File: config.mk
export PLATFORM = sky130hd
export DESIGN_NAME = tmh_ctrl
export DESIGN_NICKNAME = d
export VERILOG_FILES = /design/src/rtl/tmh_pkg.sv /design/src/rtl/tmh_ctrl.sv
export SDC_FILE = /design/constraint.sdc
export NUM_CORES = 1
export LEC_CHECK = 0
export BUFFER_PORTS_ARGS = -buffer_cell sky130_fd_sc_hd__buf_2
export CORE_MARGIN = 2
export CORE_UTILIZATION = 58
export CTS_BUF_LIST = sky130_fd_sc_hd__clkbuf_8
export DETAILED_ROUTE_END_ITERATION = 10
export GPL_ROUTABILITY_DRIVEN = 1
export PLACE_DENSITY_LB_ADDON = 0.12
export SETUP_SLACK_MARGIN = 0.4
export SLEW_MARGIN = 20
export SYNTH_ARGS = -nofsm -noshare
export SYNTH_HDL_FRONTEND = slang
export SYNTH_SLANG_ARGS = --single-unit
export TNS_END_PERCENT = 100
File: constraint.sdc
create_clock -name clk -period 3.06 [get_ports clk]
set_input_delay 0.459 -clock clk [delete_from_list [all_inputs] [get_ports clk]]
set_output_delay 0.459 -clock clk [all_outputs]
set_load 0.03 [all_outputs]
File: src/rtl/tmh_pkg.sv
// shared types, constants and codes for the timer min-heap
package tmh_pkg;

    localparam int CAPACITY    = 64;
    localparam int TIME_BITS   = 48;
    localparam int TAG_BITS    = 16;
    localparam int HANDLE_BITS = 6;
    localparam int CNT_BITS    = 7;
    localparam int GROUPS      = (CAPACITY + 7) / 8;
    localparam int GRP_BITS    = (GROUPS > 1) ? $clog2(GROUPS) : 1;

    localparam logic [1:0] MODE_INSERT = 2'd0;
    localparam logic [1:0] MODE_CANCEL = 2'd1;
    localparam logic [1:0] MODE_EXPIRE = 2'd2;
    localparam logic [1:0] MODE_QUERY  = 2'd3;

    localparam logic [1:0] ST_OK      = 2'd0;
    localparam logic [1:0] ST_FULL    = 2'd1;
    localparam logic [1:0] ST_BAD     = 2'd2;
    localparam logic [1:0] ST_NONE    = 2'd3;

    typedef struct packed {
        logic [1:0]             mode;
        logic [TIME_BITS-1:0]   deadline_ms;
        logic [TIME_BITS-1:0]   now_ms;
        logic [TAG_BITS-1:0]    payload_tag;
        logic [HANDLE_BITS-1:0] cancel_handle;
    } req_t;

    typedef struct packed {
        logic [1:0]             status;
        logic [HANDLE_BITS-1:0] handle;
        logic [TAG_BITS-1:0]    payload_out;
        logic [TIME_BITS-1:0]   delay_ms;
        logic                   last;
    } rsp_t;

    typedef struct packed {
        logic [TIME_BITS-1:0]   dl;
        logic [HANDLE_BITS-1:0] h;
    } heap_ent_t;

    typedef enum logic [1:0] {
        RA_ZERO    = 2'd0,
        RA_PARENT  = 2'd1,
        RA_LEFT    = 2'd2,
        RA_LASTPOS = 2'd3
    } ra_sel_t;

    typedef struct packed {
        logic    load_item;
        logic    scan_step;
        logic    ins_start;
        logic    full_res;
        logic    can_bad;
        logic    can_take;
        logic    load_last;
        logic    dn_step;
        logic    up_step;
        logic    place_held;
        logic    emit;
        logic    exp_take;
        logic    exp_end;
        logic    q_data;
        logic    set_tag;
        logic    pay_head;
        ra_sel_t ra_sel;
    } cmd_t;

    typedef struct packed {
        logic [1:0] mode;
        logic       cnt_full;
        logic       cnt_zero;
        logic       scan_hit;
        logic       in_use_ch;
        logic       pos_is_last;
        logic       dn_move;
        logic       cur_zero;
        logic       up_move;
        logic       exp_fire;
        logic       pend;
        logic       out_free;
    } sts_t;

endpackage

File: src/rtl/tmh_ctrl.sv
// control state machine for the timer min-heap
module tmh_ctrl (
    input  logic          clk,
    input  logic          rst_n,
    input  logic          req_valid,
    input  logic [1:0]    req_mode,
    output logic          idle,
    input  tmh_pkg::sts_t sts,
    output tmh_pkg::cmd_t cmd
);

    typedef enum logic [16:0] {
        S_IDLE   = 17'h00001,
        S_I_CHK  = 17'h00002,
        S_I_SCAN = 17'h00004,
        S_C_CHK  = 17'h00008,
        S_C_DATA = 17'h00010,
        S_C_LAST = 17'h00020,
        S_DN_RD  = 17'h00040,
        S_DN_CMP = 17'h00080,
        S_UP_RD  = 17'h00100,
        S_UP_CMP = 17'h00200,
        S_DONE   = 17'h00400,
        S_E_RD   = 17'h00800,
        S_E_CMP  = 17'h01000,
        S_E_LAST = 17'h02000,
        S_Q_RD   = 17'h04000,
        S_Q_DATA = 17'h08000,
        S_Q_TAG  = 17'h10000
    } state_t;

    state_t state_reg, state_next, fin_state;

    assign idle      = (state_reg == S_IDLE);
    assign fin_state = (sts.mode == tmh_pkg::MODE_EXPIRE) ? S_E_RD : S_DONE;

    always_ff @(posedge clk or negedge rst_n)
    begin
        if (!rst_n)
        begin
            state_reg <= S_IDLE;
        end
        else
        begin
            state_reg <= state_next;
        end
    end

    always_comb
    begin
        state_next = state_reg;
        cmd        = '0;
        cmd.ra_sel = tmh_pkg::RA_ZERO;
        case (state_reg)
            S_IDLE:
            begin
                if (req_valid)
                begin
                    cmd.load_item = 1'b1;
                    case (req_mode)
                        tmh_pkg::MODE_INSERT: state_next = S_I_CHK;
                        tmh_pkg::MODE_CANCEL: state_next = S_C_CHK;
                        tmh_pkg::MODE_EXPIRE: state_next = S_E_RD;
                        default:              state_next = S_Q_RD;
                    endcase
                end
            end
            S_I_CHK:
            begin
                if (sts.cnt_full)
                begin
                    cmd.full_res = 1'b1;
                    state_next   = S_DONE;
                end
                else
                begin
                    state_next = S_I_SCAN;
                end
            end
            S_I_SCAN:
            begin
                if (sts.scan_hit)
                begin
                    cmd.ins_start = 1'b1;
                    state_next    = S_UP_RD;
                end
                else
                begin
                    cmd.scan_step = 1'b1;
                end
            end
            S_C_CHK:
            begin
                if (!sts.in_use_ch)
                begin
                    cmd.can_bad = 1'b1;
                    state_next  = S_DONE;
                end
                else
                begin
                    state_next = S_C_DATA;
                end
            end
            S_C_DATA:
            begin
                cmd.can_take = 1'b1;
                cmd.ra_sel   = tmh_pkg::RA_LASTPOS;
                state_next   = sts.pos_is_last ? S_DONE : S_C_LAST;
            end
            S_C_LAST:
            begin
                cmd.load_last = 1'b1;
                state_next    = S_DN_RD;
            end
            S_DN_RD:
            begin
                cmd.ra_sel = tmh_pkg::RA_LEFT;
                state_next = S_DN_CMP;
            end
            S_DN_CMP:
            begin
                if (sts.dn_move)
                begin
                    cmd.dn_step = 1'b1;
                    state_next  = S_DN_RD;
                end
                else
                begin
                    state_next = S_UP_RD;
                end
            end
            S_UP_RD:
            begin
                cmd.ra_sel = tmh_pkg::RA_PARENT;
                if (sts.cur_zero)
                begin
                    cmd.place_held = 1'b1;
                    state_next     = fin_state;
                end
                else
                begin
                    state_next = S_UP_CMP;
                end
            end
            S_UP_CMP:
            begin
                if (sts.up_move)
                begin
                    cmd.up_step = 1'b1;
                    state_next  = S_UP_RD;
                end
                else
                begin
                    cmd.place_held = 1'b1;
                    state_next     = fin_state;
                end
            end
            S_DONE:
            begin
                if (sts.out_free)
                begin
                    cmd.emit   = 1'b1;
                    state_next = S_IDLE;
                end
            end
            S_E_RD:
            begin
                state_next = S_E_CMP;
            end
            S_E_CMP:
            begin
                if (sts.exp_fire)
                begin
                    // a held earlier fire must leave before the next one replaces it
                    if (!sts.pend || sts.out_free)
                    begin
                        cmd.emit     = sts.pend;
                        cmd.exp_take = 1'b1;
                        cmd.ra_sel   = tmh_pkg::RA_LASTPOS;
                        cmd.pay_head = 1'b1;
                        state_next   = S_E_LAST;
                    end
                end
                else if (sts.out_free)
                begin
                    cmd.exp_end = 1'b1;
                    state_next  = S_IDLE;
                end
            end
            S_E_LAST:
            begin
                cmd.set_tag = 1'b1;
                if (sts.cnt_zero)
                begin
                    state_next = S_E_RD;
                end
                else
                begin
                    cmd.load_last = 1'b1;
                    state_next    = S_DN_RD;
                end
            end
            S_Q_RD:
            begin
                state_next = S_Q_DATA;
            end
            S_Q_DATA:
            begin
                cmd.q_data   = 1'b1;
                cmd.pay_head = 1'b1;
                state_next   = S_Q_TAG;
            end
            S_Q_TAG:
            begin
                cmd.set_tag = !sts.cnt_zero;
                state_next  = S_DONE;
            end
            default:
            begin
                state_next = S_IDLE;
            end
        endcase
    end

endmodule

Word level (Yosys, flattened, before mapping)
Index checks and enable logic that the tools add are counted.
{"block": "op_classes", "muxes": 46, "eq_ne": 23, "n_reduce_logical": 5}
{"cell": "$pmux 17 s17", "n": 1}
{"cell": "$mux 17", "n": 5}
{"cell": "$mux 12", "n": 4}
{"cell": "$pmux 15 s3", "n": 1}
{"cell": "$mux 11", "n": 3}
{"cell": "$mux 1", "n": 19}
{"cell": "$eq 17x1->1 const B", "n": 1}
{"cell": "$eq 17x10->1 const B", "n": 1}
{"cell": "$eq 17x11->1 const B", "n": 1}
{"cell": "$eq 17x12->1 const B", "n": 1}
{"cell": "$eq 17x13->1 const B", "n": 1}
{"cell": "$eq 17x14->1 const B", "n": 1}
{"cell": "$eq 17x15->1 const B", "n": 1}
{"cell": "$eq 17x16->1 const B", "n": 1}
{"cell": "$eq 17x17->1 const B", "n": 1}
{"cell": "$eq 17x2->1 const B", "n": 1}
{"cell": "$eq 17x3->1 const B", "n": 1}
{"cell": "$eq 17x4->1 const B", "n": 1}
{"cell": "$eq 17x5->1 const B", "n": 1}
{"cell": "$eq 17x6->1 const B", "n": 1}
{"cell": "$eq 17x7->1 const B", "n": 1}
{"cell": "$eq 17x8->1 const B", "n": 1}
{"cell": "$eq 17x9->1 const B", "n": 1}
{"cell": "$pmux 1 s2", "n": 5}
{"cell": "other kinds (12)", "n": 19}
{"block": "totals", "out_inout_bits": 19, "ff_bits": 17, "elab_cells": 75, "in_bits": 18}

Depth between registers and ports, before layout
{"block": "depth", "ltp_word": 5, "ltp_mapped": 6}

Worst setup path before layout
Ideal clock, no wire load.
{"block": "synth_timing", "kind": "reg2out", "from": "register state_reg[3]", "to": "output port cmd[2] in the netlist's numbering", "t_arrival_ns": 2.565, "stages_incl_launch_ff": 6, "path_slack_ns": 0.036, "path_cell_list": "dfrtp_1 clkbuf_1 nor4_4 nand4_4 nor4_1 or2_1"}
{"item": "start, declared", "line": "tmh_ctrl.sv:32", "rtl": "state_t state_reg, state_next, fin_state;"}
{"item": "start signal, assigned", "line": "tmh_ctrl.sv:45", "rtl": "state_reg <= state_next;"}
{"item": "end, declared", "line": "tmh_ctrl.sv:9", "rtl": "output tmh_pkg::cmd_t cmd"}

==> flow_metrics.tcl <==
set metrics [dict create \
    critPathMaxFanout 8 \
    drtIter0Drc 111 \
    wl_met1_mm 1.56 \
    numCtsBuffers 3 \
    cts-root-buf "clkbuf_8" \
    crit_family "buffers and inverters" \
    worst_ir_drop_vdd_mv 0.551 \
    synth_fa_ha_area_share_pct 0 \
    cts_sinks 17 \
    num-fill-cells 153 \
    worstSkewPairLatency_ps 260 \
    slowest_delay_ps 460 \
    p_int_mw 0.640 \
    rsz0062_at_grt "false" \
    grt_usage_pct 30.9 \
    hold_viol 0 \
    yosysTopAreaCell "dfrtp_1" \
    cts.hold.buffers_added 0 \
    cp_slowest_cell "dfrtp_2" \
    end_kind "output port" \
    cp-startpoint "state_reg[1]$_DFFE_PN0P_" \
    synthCells 149 \
    yosys.area_share.simple_pct 46.7 \
    h-tree-depth 1 \
    r2r_end "state_reg[0]$_DFFE_PN1P_" \
    grt_pass1_vias 1309 \
    largest_reg_flops 17 \
    worstMarginPinSlew_ps 525 \
    p_clk_share_pct 15.2 \
    io_buffers 36 \
    r2r_start "state_reg[1]$_DFFE_PN0P_" \
    async_flop_share_pct 100 \
    antenna_found_initial 0 \
    placementRows 17 \
    seq_power_share_pct 27.0 \
    grt_max_degree 18 \
    combPwrFrac_pct 57.7 \
    syn_to_final_growth_pct 28.2 \
    syn_area_sq_um 1370 \
    cts_tree "built" \
    clkTransAtPathRegs_ps 70 \
    coreArea_sq_um 2210 \
    grt_pass1_wl_mm 6.23 \
    synthMuxAreaShare_pct 0.733 \
    fin_setup_tns_ps 0 \
    power_density_nw_per_um2 643 \
    synth_cell_types 50 \
    die_area_sq_um 2760 \
    timing_worst_setup_path_type "reg2out" \
    max_freq_mhz 381 \
    skew_ps 4.01 \
    status "completed" \
    path_buf_inv 3 \
    synth_edf_count 0 \
    setup_viol 0 \
    reg2reg_slack_ps 1000 \
    ys_ff_latch 17 \
    synth_seq_area_share_pct 31.3 \
    vias 1490 \
    cp_num_cells 6 \
    top_layer "met4" \
    crit_top_cell "buf_4" \
    drive_gt1_share_pct 40.1 \
    synth_nets 167 \
    p_switching_mw 0.486 \
    crit_end "cmd[11]" \
    finalMaxSlewViolations 0 \
    synth_area_leaders "dfrtp_1 29%, nor4_4 4.7%, nor2_1 3.8%" \
    fin_util_pct 79.1 \
    first_pass_iters 5 \
    final_antenna_net_count 0 \
    drc_errors 0 \
    synth_top_family_by_area "simple AND/OR/NAND/NOR gates" \
    critPathLaunchType "flip-flop" \
    place.gp.congestion 0.933 \
    final_nets 216 \
    synth_top_area_share_pct 29.3 \
    relSlewSlack_pct 64.7 \
    power_mw 1.13 \
    crit_arrival_ps 2170 \
    synth_warnings 0 \
    path_cells "nor4_4 -> buf_4 -> nand4_4 -> buf_4 -> o32ai_1 -> buf_2" \
    finalWirelength_mm 4.10 \
    syn_area_per_cell_sq_um 9.16 \
    synthXorXnorAreaFrac_pct 2.57 \
    wl_met2_mm 1.99 \
    sw_frac_of_total_pct 43.2 \
    ios 37 \
    min_path_type "in2async" \
    wl_met3_um 454 \
    vias_per_cell 6.62 \
    p_leak_nw 0.814 \
    wl_per_cell_um 18.2 \
    ys.flop_type "dfrtp_1" \
    synth-compound-area-share_pct 14.3 \
    die_w_um 52.5 \
    clk_path_buf_depth 2 \
    worstRegToRegCells 7 \
    diodes 0 \
    period_needed_ps 2630 \
    die_h_um 52.5 \
    drv_cap 0 \
    cp.required_ps 2600 \
    grt_overflow 0 \
    start_util_pct 61.7 \
    post-dp-hpwl_mm 2.73 \
    finalCritPeriodShare_pct 85.8 \
]
[layout by cell type (no fill, tap or decap), types with 4 or more instances in the layout]
master	synthesis	final
o32ai_1	4	4
nand4_1	4	4
nor3_1	6	5
nor4_1	6	5
dfrtp_1	16	12
buf_2	1	35
and2_1	4	4
nand2b_1	6	6
nor4_4	3	4
nor3b_2	2	4
buf_4	1	13
a21oi_1	4	4
nand2_1	4	4
nor2_1	14	13
inv_1	9	10
dfrtp_2	0	4
o21ai_0	6	6
nor2b_1	4	4
[kinds of logic after synthesis]
family	count (synthesis)
compound gates	28
xor+xnor	4
buf+inv	15
flops	17
mux	1
simple gates	84
[layer usage]
| metal | track usage, % | vias up |
|---|---|---|
| met1 | 41.8 | 703 |
| met2 | 50.8 | 113 |
| met3 | 4.57 | 15 |
| li1 | - | 659 |
| met5 | 0 | - |
| met4 | 8.55 | 0 |
[cell type report]
| type | count | area [sq um] | area share, % |
|---|---|---|---|
| inverters | 9 | 33.8 | 1.93 |
| clock buffers | 3 | 41.3 | 2.36 |
| clock inverters | 1 | 3.75 | 0.214 |
| multi-input cells | 117 | 910 | 52.0 |
| repair buffers | 50 | 295 | 16.9 |
| well taps | 28 | 35.0 | 2.00 |
| flip-flops and latches | 17 | 432 | 24.7 |
[timing repair]
item / 4_1_cts / 5_1_grt
resized for setup: 0 / 11
pin swaps: 4 / 2
setup buffers: 8 / 6
setup endpoints to repair: 12 / 12
endpoints found under the hold margin: 0 / 0
[synth_stat cells, types with 2 or more instances]
library cell  instances
nor4_1                6
nand4_2               2
nand2b_1              6
nor4_4                3
nand2_1               4
or3_1                 2
o21a_1                2
o32ai_1               4
nand4_1               4
o22ai_1               3
nand3b_1              3
nor3_1                6
a21oi_1               4
and2_1                4
clkbuf_1              3
nor2_1               14
xnor2_1               3
inv_1                 9
o21ai_0               6
or2_1                 3
nor3b_1               4
nor2b_1               4
and3_1                3
dfrtp_1              16
nor3b_2               2
and4_1                3
a22oi_1               2
nand4_4               2
[power by group through the flow]
stage / combinational (mW) / sequential (mW) / clock [mW]
after CTS: 0.532 / 0.301 / 0.170
after detailed placement: 0.486 / 0.305 / 0
after global routing: 0.685 / 0.309 / 0.186
final: 0.650 / 0.304 / 0.171
after floorplan: 0.389 / 0.283 / 0
after global placement: 0.472 / 0.300 / 0
[through the flow]
step / cells / hold WS, ps / setup slack [ps] / area [sq um]
finish: 225 / 121 / 435 / 1750
CTS: 219 / 137 / 439 / 1670
global placement: 207 / 399 / 618 / 1560
floorplan: 149 / 163 / 399 / 1380
detailed placement: 207 / 411 / 518 / 1560
global route: 225 / 142 / 347 / 1750
[worst min path at each step]
stage	to	slack [ps]	cells past startpoint
floorplan	state_reg[10]$_DFFE_PN0P_	160	0
global placement	state_reg[4]$_DFFE_PN0P_	400	1
detailed placement	state_reg[4]$_DFFE_PN0P_	410	1
CTS	state_reg[4]$_DFFE_PN0P_	140	1
global route	state_reg[4]$_DFFE_PN0P_	140	1
finish	state_reg[4]$_DFFE_PN0P_	120	1
No activity file was read; power rests on OpenSTA's default activity.
